## src/assert_macros.svh

```systemverilog
// Assertion macros shared by the line min/max RTL.
`ifndef ASSERT_MACROS_SVH
`define ASSERT_MACROS_SVH

// Property that must hold at every clock edge outside reset.
`define LIM_ASSERT(name, clk, rstn, prop) \
    name: assert property (@(posedge clk) disable iff (!rstn) (prop)) \
        else $error("%m: check failed");

// Same-cycle implication.
`define LIM_ASSERT_IMPL(name, clk, rstn, ante, cons) \
    name: assert property (@(posedge clk) disable iff (!rstn) (ante) |-> (cons)) \
        else $error("%m: implication failed");

// Next-cycle implication.
`define LIM_ASSERT_NEXT(name, clk, rstn, ante, cons) \
    name: assert property (@(posedge clk) disable iff (!rstn) (ante) |=> (cons)) \
        else $error("%m: next-cycle implication failed");

`endif

```

## src/lim_pkg.sv

```systemverilog
// Shared constants and types for the line integer min/max block.
package lim_pkg;

    localparam int LINE_LIMIT = 256;
    localparam int CNT_W      = $clog2(LINE_LIMIT);

    localparam logic [7:0] CHAR_NEWLINE = 8'h0A;
    localparam logic [7:0] CHAR_SPACE   = 8'h20;
    localparam logic [7:0] CHAR_PLUS    = 8'h2B;
    localparam logic [7:0] CHAR_MINUS   = 8'h2D;
    localparam logic [7:0] CHAR_ZERO    = 8'h30;
    localparam logic [7:0] CHAR_NINE    = 8'h39;
    localparam logic [7:0] CHAR_TAB     = 8'h09;
    localparam logic [7:0] CHAR_CR      = 8'h0D;

    localparam logic [31:0] MAG_CAP         = 32'h8000_0000;
    localparam logic [31:0] S32_MAX         = 32'h7FFF_FFFF;
    localparam logic [31:0] MIN_START_RESET = 32'h7FFF_FFFF;
    localparam logic [31:0] MAX_START       = 32'hFFFF_FFFF;

    // What one byte does to the line's min/max tracking
    typedef struct packed {
        logic               line_start;
        logic               commit;
        logic signed [31:0] value;
        logic               eol;
        logic               truncated;
    } tok_evt_t;

endpackage

```

## src/lim_token.sv

```systemverilog
// Token parser: sign/digit accumulation with saturation and line length count.
`include "assert_macros.svh"

module lim_token
    import lim_pkg::*;
(
    input  logic       aclk,
    input  logic       aresetn,
    input  logic       step,
    input  logic [7:0] char_byte,
    output tok_evt_t   evt
);

    localparam logic [1:0] PHASE_IDLE   = 2'd0;
    localparam logic [1:0] PHASE_SIGN   = 2'd1;
    localparam logic [1:0] PHASE_DIGITS = 2'd2;
    localparam logic [1:0] PHASE_SKIP   = 2'd3;

    logic [1:0]       phase_reg, phase_next, phase_step;
    logic             neg_reg, neg_next, neg_step;
    logic [31:0]      acc_reg, acc_next, acc_step, acc_sat;
    logic [CNT_W-1:0] line_count_reg, line_count_next, cnt_inc;
    logic [35:0]      acc_x10;
    logic [3:0]       digit;
    logic             is_digit, is_space, is_ws, is_sign, is_newline, eol;

    always_comb begin
        is_digit   = (char_byte >= CHAR_ZERO) && (char_byte <= CHAR_NINE);
        is_space   = (char_byte == CHAR_SPACE);
        is_ws      = (char_byte >= CHAR_TAB) && (char_byte <= CHAR_CR);
        is_sign    = (char_byte == CHAR_PLUS) || (char_byte == CHAR_MINUS);
        is_newline = (char_byte == CHAR_NEWLINE);
        digit      = char_byte[3:0];

        acc_x10 = (36'(acc_reg) << 3) + (36'(acc_reg) << 1) + 36'(digit);
        acc_sat = (acc_x10 > 36'(MAG_CAP)) ? MAG_CAP : acc_x10[31:0];

        phase_step = phase_reg;
        neg_step   = neg_reg;
        acc_step   = acc_reg;
        if (is_space) begin
            phase_step = PHASE_IDLE;
        end else begin
            unique case (phase_reg)
                PHASE_IDLE: begin
                    priority if (is_ws) begin
                        phase_step = PHASE_IDLE;
                    end else if (is_sign) begin
                        neg_step   = (char_byte == CHAR_MINUS);
                        phase_step = PHASE_SIGN;
                    end else if (is_digit) begin
                        acc_step   = 32'(digit);
                        phase_step = PHASE_DIGITS;
                    end else begin
                        phase_step = PHASE_SKIP;
                    end
                end
                PHASE_SIGN: begin
                    if (is_digit) begin
                        acc_step   = 32'(digit);
                        phase_step = PHASE_DIGITS;
                    end else begin
                        phase_step = PHASE_SKIP;
                    end
                end
                PHASE_DIGITS: begin
                    if (is_digit) begin
                        acc_step = acc_sat;
                    end else begin
                        phase_step = PHASE_SKIP;
                    end
                end
                PHASE_SKIP: begin
                    phase_step = PHASE_SKIP;
                end
                default: begin
                    phase_step = PHASE_SKIP;
                end
            endcase
        end

        cnt_inc = line_count_reg + CNT_W'(1);
        eol     = is_newline || (cnt_inc >= CNT_W'(LINE_LIMIT - 1));

        // A number ends on a non-digit, or is cut off by the line end
        evt.line_start = (line_count_reg == '0);
        evt.commit     = ((phase_reg == PHASE_DIGITS) && !is_digit) ||
                         (eol && (phase_step == PHASE_DIGITS));
        if (neg_step) begin
            evt.value = -$signed(acc_step);
        end else begin
            evt.value = acc_step[31] ? $signed(S32_MAX) : $signed(acc_step);
        end
        evt.eol       = eol;
        evt.truncated = !is_newline;

        if (eol || is_space) begin
            phase_next = PHASE_IDLE;
            neg_next   = 1'b0;
            acc_next   = '0;
        end else begin
            phase_next = phase_step;
            neg_next   = neg_step;
            acc_next   = acc_step;
        end
        line_count_next = eol ? '0 : cnt_inc;
    end

    always_ff @(posedge aclk) begin
        if (!aresetn) begin
            phase_reg      <= PHASE_IDLE;
            neg_reg        <= 1'b0;
            acc_reg        <= '0;
            line_count_reg <= '0;
        end else if (step) begin
            phase_reg      <= phase_next;
            neg_reg        <= neg_next;
            acc_reg        <= acc_next;
            line_count_reg <= line_count_next;
        end
    end

    `LIM_ASSERT(a_count_below_limit, aclk, aresetn, line_count_reg < CNT_W'(LINE_LIMIT - 1))
    `LIM_ASSERT(a_acc_capped, aclk, aresetn, acc_reg <= MAG_CAP)
    `LIM_ASSERT_IMPL(a_idle_clean, aclk, aresetn, phase_reg == PHASE_IDLE, (acc_reg == '0) && !neg_reg)

endmodule

```

## src/lim_minmax.sv

```systemverilog
// Running minimum and maximum of the values parsed on the current line.
module lim_minmax
    import lim_pkg::*;
(
    input  logic               aclk,
    input  logic               step,
    input  logic [31:0]        min_start,
    input  tok_evt_t           evt,
    output logic signed [31:0] line_min,
    output logic signed [31:0] line_max
);

    logic signed [31:0] run_min_reg, run_min_next;
    logic signed [31:0] run_max_reg, run_max_next;
    logic signed [31:0] base_min, base_max;

    always_comb begin
        base_min = evt.line_start ? $signed(min_start) : run_min_reg;
        base_max = evt.line_start ? $signed(MAX_START) : run_max_reg;
        line_min = (evt.commit && (evt.value < base_min)) ? evt.value : base_min;
        line_max = (evt.commit && (evt.value > base_max)) ? evt.value : base_max;
        run_min_next = evt.eol ? $signed(min_start) : line_min;
        run_max_next = evt.eol ? $signed(MAX_START) : line_max;
    end

    // Only read once a byte of the line has passed, so no reset needed
    always_ff @(posedge aclk) begin
        if (step) begin
            run_min_reg <= run_min_next;
            run_max_reg <= run_max_next;
        end
    end

endmodule

```

## src/line_integer_min_max.sv

```systemverilog
// Top level: per-line min/max of space-separated decimal integers in a byte stream.
//
// s_ channel: one text byte per item in s_tdata[7:0].
// m_ channel: one item per line, when a newline arrives or the line reaches
//   LINE_LIMIT-1 bytes. m_tdata holds line_min in [31:0] and line_max in [63:32];
//   m_tuser[0] is the truncated flag (line ended by length, not by newline).
// cfg_ channel: writes min_start, the starting minimum of each line. cfg_ready
//   is always high; write only while the block is idle.
// A byte accepted into the input register is parsed from there; a line result is
//   registered in the result register and is valid on m_ once its last byte is parsed.
// Throughput: one byte per cycle unless a line-ending byte waits on a stalled m_
//   side; set by the single parse stage between the input and result registers.
// A stalled m_ side holds its result; bytes that end no line keep flowing, and
//   the byte that ends the next line waits in the input register with s_tready
//   low until the result is taken.
// Reset (aresetn low, synchronous) empties both registers, clears the token and
//   line state and sets min_start to 2147483647.
`include "assert_macros.svh"

module line_integer_min_max
    import lim_pkg::*;
(
    input  logic        aclk,
    input  logic        aresetn,
    input  logic        s_tvalid,
    output logic        s_tready,
    input  logic [7:0]  s_tdata,   // [7:0] char_byte
    output logic        m_tvalid,
    input  logic        m_tready,
    output logic [63:0] m_tdata,   // [31:0] line_min, [63:32] line_max
    output logic [0:0]  m_tuser,   // [0] truncated
    input  logic        cfg_valid,
    output logic        cfg_ready,
    input  logic [31:0] cfg_data
);

    logic               in_valid_reg;
    logic [7:0]         in_byte_reg;
    logic               m_tvalid_reg;
    logic [31:0]        line_min_reg, line_max_reg;
    logic               truncated_reg;
    logic [31:0]        min_start_reg;
    logic               adv, s_fire;
    tok_evt_t           evt;
    logic signed [31:0] line_min, line_max;

    // Only a byte that ends a line needs room in the result register
    assign adv       = in_valid_reg && (!evt.eol || !m_tvalid_reg || m_tready);
    assign s_tready  = !in_valid_reg || adv;
    assign s_fire    = s_tvalid && s_tready;
    assign cfg_ready = 1'b1;

    lim_token u_token (
        .aclk      (aclk),
        .aresetn   (aresetn),
        .step      (adv),
        .char_byte (in_byte_reg),
        .evt       (evt)
    );

    lim_minmax u_minmax (
        .aclk      (aclk),
        .step      (adv),
        .min_start (min_start_reg),
        .evt       (evt),
        .line_min  (line_min),
        .line_max  (line_max)
    );

    always_ff @(posedge aclk) begin
        if (!aresetn) begin
            in_valid_reg  <= 1'b0;
            m_tvalid_reg  <= 1'b0;
            min_start_reg <= MIN_START_RESET;
        end else begin
            if (s_fire) begin
                in_valid_reg <= 1'b1;
            end else if (adv) begin
                in_valid_reg <= 1'b0;
            end
            if (adv && evt.eol) begin
                m_tvalid_reg <= 1'b1;
            end else if (m_tready) begin
                m_tvalid_reg <= 1'b0;
            end
            if (cfg_valid && cfg_ready) begin
                min_start_reg <= cfg_data;
            end
        end
    end

    always_ff @(posedge aclk) begin
        if (s_fire) begin
            in_byte_reg <= s_tdata;
        end
        if (adv && evt.eol) begin
            line_min_reg  <= line_min;
            line_max_reg  <= line_max;
            truncated_reg <= evt.truncated;
        end
    end

    assign m_tvalid   = m_tvalid_reg;
    assign m_tdata    = {line_max_reg, line_min_reg};
    assign m_tuser[0] = truncated_reg;

    `LIM_ASSERT_IMPL(a_rise_from_step, aclk, aresetn, $rose(m_tvalid_reg), $past(adv))
    `LIM_ASSERT_IMPL(a_ready_when_empty, aclk, aresetn, !in_valid_reg, s_tready)
    `LIM_ASSERT_NEXT(a_stall_keeps_byte, aclk, aresetn, in_valid_reg && !adv, in_valid_reg)

endmodule

```

## config.mk

```make
export PLATFORM = sky130hd
export DESIGN_NAME = line_integer_min_max
export DESIGN_NICKNAME = d
export VERILOG_FILES = /design/src/lim_pkg.sv /design/src/lim_token.sv /design/src/lim_minmax.sv /design/src/line_integer_min_max.sv
export VERILOG_INCLUDE_DIRS = /design/src /design/src/src
export SDC_FILE = /design/constraint.sdc
export NUM_CORES = 1
export LEC_CHECK = 0
export BUFFER_PORTS_ARGS = -buffer_cell sky130_fd_sc_hd__buf_2
export CORE_ASPECT_RATIO = 1.1
export CORE_MARGIN = 5
export CORE_UTILIZATION = 62
export DETAILED_ROUTE_END_ITERATION = 7
export PLACE_DENSITY = 0.82
export SETUP_SLACK_MARGIN = 0.4
export SLEW_MARGIN = 10
export SYNTH_ARGS = -nofsm -noshare
export SYNTH_HDL_FRONTEND = slang
export SYNTH_SLANG_ARGS = --single-unit
```

## constraint.sdc

```tcl
create_clock -name aclk -period 9.93 [get_ports aclk]
set_input_delay 1.986 -clock aclk [delete_from_list [all_inputs] [get_ports aclk]]
set_output_delay 1.986 -clock aclk [all_outputs]
set_load 0.005 [all_outputs]
```

Word-level counts from Yosys, hierarchy flattened
Cells that the tools add are included.
{ "word_totals": {"regBits": 214, "input_bits": 45, "out_inout_bits": 68} }
{ "classes": {"n_addsub": 4, "magnitude_cmp": 8, "n_eq_ne": 8, "muxes": 32, "reduce_logical": 25} }
{ "op_table": {"columns": ["operator", "n"], "rows": [
  ["$mux W32", 13],
  ["$pmux W32 S3", 1],
  ["$add A35 B33 Y36", 1],
  ["$add A36 B4 Y36", 1],
  ["$gt A36 B32 Y1 const B", 1],
  ["$gt A32 B32 Y1", 1],
  ["$lt A32 B32 Y1", 1],
  ["$neg A32 Y32", 1],
  ["$mux W31", 1],
  ["$eq A8 B6 Y1 const B", 3],
  ["$mux W1", 10],
  ["$mux W2", 5],
  ["$logic_and A1 B1 Y1", 9],
  ["$add A8 B1 Y8 const B", 1],
  ["$eq A8 B4 Y1 const B", 1],
  ["$ge A8 B4 Y1 const B", 1],
  ["$ge A8 B6 Y1 const B", 1],
  ["$ge A8 B8 Y1 const B", 1],
  ["$le A8 B4 Y1 const B", 1],
  ["$le A8 B6 Y1 const B", 1],
  ["$logic_not A8 Y1", 1],
  ["$mux W8", 1],
  ["$pmux W2 S4", 1],
  ["$logic_or A1 B1 Y1", 7],
  ["other kinds (5)", 12]
]} }

Depth between registers and ports, before layout
{ "depth": {"word_depth": 13, "mapped_depth": 38} }

Hierarchy
Synthesis repeated with hierarchy kept, for this count alone.
{ "hier_totals": {"hier_cells": 1801, "hier_area_um2": 16415.7} }
{ "by_module_without_submodules": {"columns": ["module", "instances", "cells_each", "area_each_um2"], "rows": [
  ["lim_token", 1, 910, 6666.4],
  ["lim_minmax", 1, 700, 6288.5],
  ["line_integer_min_max", 1, 191, 3460.8]
]} }

Worst setup path after synthesis
OpenSTA, ideal clock, no wires.
{ "synth_path": {"kind": "flip-flop to flip-flop", "start": "register in_byte_reg[3]", "end": "register u_minmax.run_max_reg[20] (data pin)", "arrival_ns": 7.939, "required_time_ns": 9.665, "path_slack_ns": 1.726, "path_stages_with_launch": 38, "synth_period_minus_slack_ns": 8.204, "cell_sequence": "edfxtp_1 -> fa_1 -> inv_1 -> fa_1 -> nor2b_1 -> o2111ai_2 -> a211oi_1 -> nor3_2 -> xor2_1 -> o2111ai_2 -> or4_4 -> o31a_4 -> o31a_4 -> ha_1 -> and3_1 -> o211ai_1 -> nor2_1 -> xnor2_1 -> [2 not listed] -> ha_1 -> a21o_1 -> a21o_1 -> a21o_1 -> a21oi_1 -> nor2b_1 -> o21ai_0 -> nand2b_1 -> a21oi_1 -> nor3_1 -> a211o_1 -> nor3_1 -> a211o_1 -> clkbuf_1 -> clkbuf_1 -> clkbuf_1 -> a21oi_1 -> nand2b_1"} }
{ "synth_between": {"elab_chain_cells": 12, "word_cells_on_any_way": 42} }
{ "synth_rtl": {"columns": ["item", "line_no", "source"], "rows": [
  ["start: declaration", "line_integer_min_max.sv:38", "logic [7:0] in_byte_reg;"],
  ["start signal: assignment", "line_integer_min_max.sv:94", "in_byte_reg <= s_tdata;"],
  ["parallel branches: the longest is 11 deep, another holds $add A36 B4 Y36", null, null],
  ["$mux W32 (*)", "lim_minmax.sv:21", "line_max = (evt.commit && (evt.value > base_max)) ? evt.value : base_max;"],
  ["named net line_max[20]", "line_integer_min_max.sv:45", "logic signed [31:0] line_min, line_max;"],
  ["end signal: assignment", "lim_minmax.sv:30", "run_max_reg <= run_max_next;"],
  ["end: declaration", "lim_minmax.sv:14", "logic signed [31:0] run_max_reg, run_max_next;"]
]} }
Mark *: on every way through the listed nets, which the timed path passes.
A chain may end at the register's enable or synchronous reset.

Worst setup path after layout
{ "layout_path": {"start": "register in_byte_reg[3]", "end": "register u_minmax.run_min_reg[15] (data pin)"} }
{ "layout_between": {"elab_chain_cells": 13, "word_cells_on_any_way": 43} }
{ "layout_rtl": {"columns": ["item", "line_no", "source"], "rows": [
  ["parallel branches: the longest is 11 deep, another holds $add A36 B4 Y36", null, null],
  ["$mux W32 (*)", "lim_minmax.sv:20", "line_min = (evt.commit && (evt.value < base_min)) ? evt.value : base_min;"],
  ["named net line_min[15]", "line_integer_min_max.sv:45", null],
  ["$mux W32 (*)", "lim_minmax.sv:22", "run_min_next = evt.eol ? $signed(min_start) : line_min;"],
  ["named net u_minmax.run_min_next[15]", "lim_minmax.sv:13", "logic signed [31:0] run_min_reg, run_min_next;"],
  ["end signal: assignment", "lim_minmax.sv:29", "run_min_reg <= run_min_next;"],
  ["end: declaration", "lim_minmax.sv:13", null]
]} }
Marks and branches as above.

==> summary by stage <==
Run status
The flow ran to the end, and the final reports show no timing, DRC or antenna violations.

Synthesis
Yosys instantiated no cell more often than nand2_1. Ranked by total cell area, the synthesized netlist is headed by edfxtp_1 (27%), ha_1 (11%), dfxtp_1 (10%). After synthesis the netlist holds a flip-flop and latch count of 214. The number of warning messages in the yosys log is 0.

Counting every instance in the synthesized netlist gives 1610. The average footprint of a synthesized cell is 9.37 um2. For this run, the leading register cell type out of synthesis is edfxtp_1.

The total nets after synthesis is 1787. The sequential area share after synthesis is 37.5%. Ranked by instance count, the synthesized netlist is headed by nand2_1 (173), edfxtp_1 (137), ha_1 (130). The synthesized design devotes to its leading area cell type 27.3% of total area.

The number of enable-type register cells in the synthesized netlist is 137. The library cell occupying the most area in the post-synthesis netlist is edfxtp_1. For this run, asynchronously set or reset flops after synthesis account for 0%. Counting distinct cell types in the post-synthesis netlist gives 88. After synthesis the cells add up to 15100 um2.

Clock tree
After clock tree synthesis, the flow added hold-fix buffers numbering 0. The number of clock buffers added by TritonCTS is 22. The buffer cell driving the clock tree root is clkbuf_16. The deepest clock path buffer count is 3. For the worst-skew pair, the clock arrives at the later sink with an insertion delay of 520 ps.

The clock tree from TritonCTS is yes. After clock tree synthesis, the clock-pin slew on the worst setup and hold paths is 60 ps. The count of clock tree sinks is 214. CTS built an H-tree with a depth of 1.

Die
Row generation in the floorplan step produced 59 rows. The area of the placeable core is between 20000 and 25000 um2. The die area is 27600 um2.

From left edge to right edge, the die measures 159 um. 113 I/O pins were placed. From bottom edge to top edge, the die measures 174 um. For this configuration, the core starts out at a cell density of between 60% and 70%.

Critical path
The most repeated library cell on the critical path is o21ai_0. The cell type of the slowest stage on the worst timing path is fa_1. The data required time of the worst path is 10190 ps. The delay contributed by the slowest stage of the critical path is 610 ps. The arrival time at the worst endpoint is 9370 ps.

The maximum net fanout on the critical path is 9. The setup path with the least slack is of type flip-flop to flip-flop. The worst register-to-register path ends at u_minmax.run_min_reg[15]. The destination of the critical timing path is u_minmax.run_min_reg[15]. The endpoint kind of the worst setup timing path is a flip-flop. The critical path startpoint is in_byte_reg[3]. The flop-to-flop setup slack is ~820 ps.

The worst setup path is launched from a flip-flop. The worst reg-to-reg path cell count is 32. The launching point of the worst reg2reg path is in_byte_reg[3].

STA
The highest clock frequency the design can meet is 0.110 GHz. Setup violations remaining at the end of the flow were counted as 0. Setup total negative slack on the finished layout was measured at 0 ps. The number of failing hold endpoints at the final stage came to 0. In this run the tightest slew margin relative to its limit is 30.1%. The slew at the pin closest to its max-slew limit is 1050 ps. The ratio of final minimum period to clock period is 91.7%. Setup repair after global routing left no endpoint under its margin. The number of slew-limit violations in the final report is 0. The clock period could shrink to between 9000 and 10000 ps. Across the routed clock network, the largest skew measured is 27.2 ps. Final hold analysis gives a worst-case slack of 492 ps.

Route
The detailed router placed 13100 vias in this run. Using the TritonRoute via totals, the vias-per-cell ratio works out to roughly 6.5. The number of detailed-routing iterations run before antenna repair is 5.

The per-cell routed wire length is 20.8 um. Once detail routing completed, the nets flagged for antenna violations numbered 0. The post-route DRC violation count is 0. The routed design has 41900 um of wire. In this run, the number of DRC markers left after iteration 0 of detailed routing was 1100.

GRT
The most used routing layer is met2. The via count of the first global-routing pass is 13000. The total congestion overflow is 0.

The met3 layer usage reported by global route is 3.64%. The number of antenna violations at the first check in global routing is 0. Across every metal layer, demand over resource in global routing totals between 20% and 30%. The global-route met2 utilization is 49.5%. The global-route wire length before repair is 67200 um.

The maximum number of pins on one net before global-route repair is 78. For this run, global-route usage on met1 was measured as 37.5%.

Worst hold path
The min-delay analysis places its worst path in the category flip-flop to flip-flop.

Layout
The number of filler instances in the final layout is ~1800. The filler-free cell count of the finished design is ~2000. The antenna diode count is 0.

The area added between synthesis and finish is 11.1%. For this run, the post-layout net count is 1874. Cells with a size suffix above 1 make up 15.1% of the layout.

Power and ir drop
Power spread over the standard cell area amounts to 127 nW/um2. The worst ir drop on vdd is 0.108 mV. The static power due to leakage is ~7.4 nW.

Place
The total half-perimeter wirelength after legalization and detailed placement is approximately 30000 um. The count of buffers added on input and output ports is ~110. At the end of routability-driven placement, the weighted congestion stood at roughly 0.96.

After detailed placement, the design holds a cell count of 1972.

Run
Max-cap violations in this run came to 0.
## routing by layer
metal | wire length [um] | vias up
met1 | 16900 | 6272
met5 | 0 | -
met2 | 20400 | 595
li1 | - | 6157
met3 | 2940 | 125
met4 | 1690 | 0
## stage by stage
stage | util, % | power (W) | worst slack (ps) | instance area [um2]
finish | 70.3 | 0.00214 | 824 | 16800
global route | 70.3 | 0.00220 | 397 | 16800
CTS | 69.9 | 0.00213 | 476 | 16700
detailed placement | 66.7 | 0.00126 | 509 | 15900
global placement | 66.7 | 0.00125 | 764 | 15900
floorplan | - | 0.00119 | 1730 | 15100
## what timing repair did
action | CTS | global route
setup buffers | 0 | 6
gates resized for setup | 0 | 9
setup endpoints to repair | 0 | 93
## cells in the final DEF (no fill, tap or decap), types with 7 or more instances in the layout
cell       instances
a211oi_1          13
o21ai_1            8
ha_1             130
a22o_1            10
xor2_1            13
nor2b_1           46
dfxtp_1           77
and2_1            27
nor4_1            14
o21ai_0          110
a31oi_1            8
a22oi_1           38
clkbuf_16         24
or3_1             16
a21oi_1           85
a21o_1            22
or2_2              7
nand4_1           24
edfxtp_1         137
o211ai_1          15
inv_1             45
xnor2_1           27
mux2i_1          108
a31o_2             7
o21a_1            21
mux2_2            28
nand3_1           18
o31ai_1            8
o22ai_1           14
nor2_1           114
nand2b_1          36
and3_1             8
buf_2            111
buf_4             28
nor3_1            27
nand2_1          173
## how the worst min path moves through the flow
stage                         startpoint                   endpoint  depth (start not counted)
4_1_cts        u_token.line_count_reg[7]  u_token.line_count_reg[7]                          1
6_report       u_token.line_count_reg[7]  u_token.line_count_reg[7]                          1
5_1_grt        u_token.line_count_reg[7]  u_token.line_count_reg[7]                          1
3_3_place_gp   u_token.line_count_reg[7]  u_token.line_count_reg[7]                          1
3_5_place_dp   u_token.line_count_reg[7]  u_token.line_count_reg[7]                          1
2_1_floorplan  u_token.line_count_reg[7]  u_token.line_count_reg[7]                          1
## report_power, final
| part | total [W] | leakage, nW | internal, W | switching (W) |
|---|---|---|---|---|
| Combinational | 0.000246 | 5.19 | 0.000103 | 0.000143 |
| Clock | 0.000885 | 0.382 | 0.000531 | 0.000354 |
| Sequential | 0.00101 | 1.82 | 0.000987 | 0.0000180 |
| Total | 0.00214 | 7.39 | 0.00162 | 0.000515 |
## cell type report
cell class / instances / area [um2] / share of cell area, %
multi-input cells: 1274 / 9010 / 53.8
flip-flops and latches: 214 / 5660 / 33.7
repair buffers: 139 / 766 / 4.57
clock buffers: 28 / 636 / 3.79
well taps: 305 / 382 / 2.28
inverters: 46 / 173 / 1.03
clock inverters: 12 / 139 / 0.829
## worst max-delay path: cells and delay by family, from the launching register on
kind | cells | cell delay [ps]
AO/OA/AOI/OAI | 14 | 3980
adder cells (fa/ha/maj) | 4 | 1660
AND/OR/NAND/NOR | 8 | 1350
multiplexers | 2 | 650
buffers and inverters | 3 | 550
flip-flops | 1 | 500
XOR/XNOR | 1 | 160
## logic make-up after synthesis
group                    count (synthesis)  synth area share (%)
AO/OA/AOI/OAI                          423                  18.7
other                                    1                0.0249
AND/OR/NAND/NOR                        540                  17.7
XOR/XNOR                                41                  2.43
buffers and inverters                  122                  3.24
multiplexers                           137                  9.36
adder cells (fa/ha/maj)                132                  11.0
flip-flops                             214                  37.5
(Power assumes the default switching activity.)
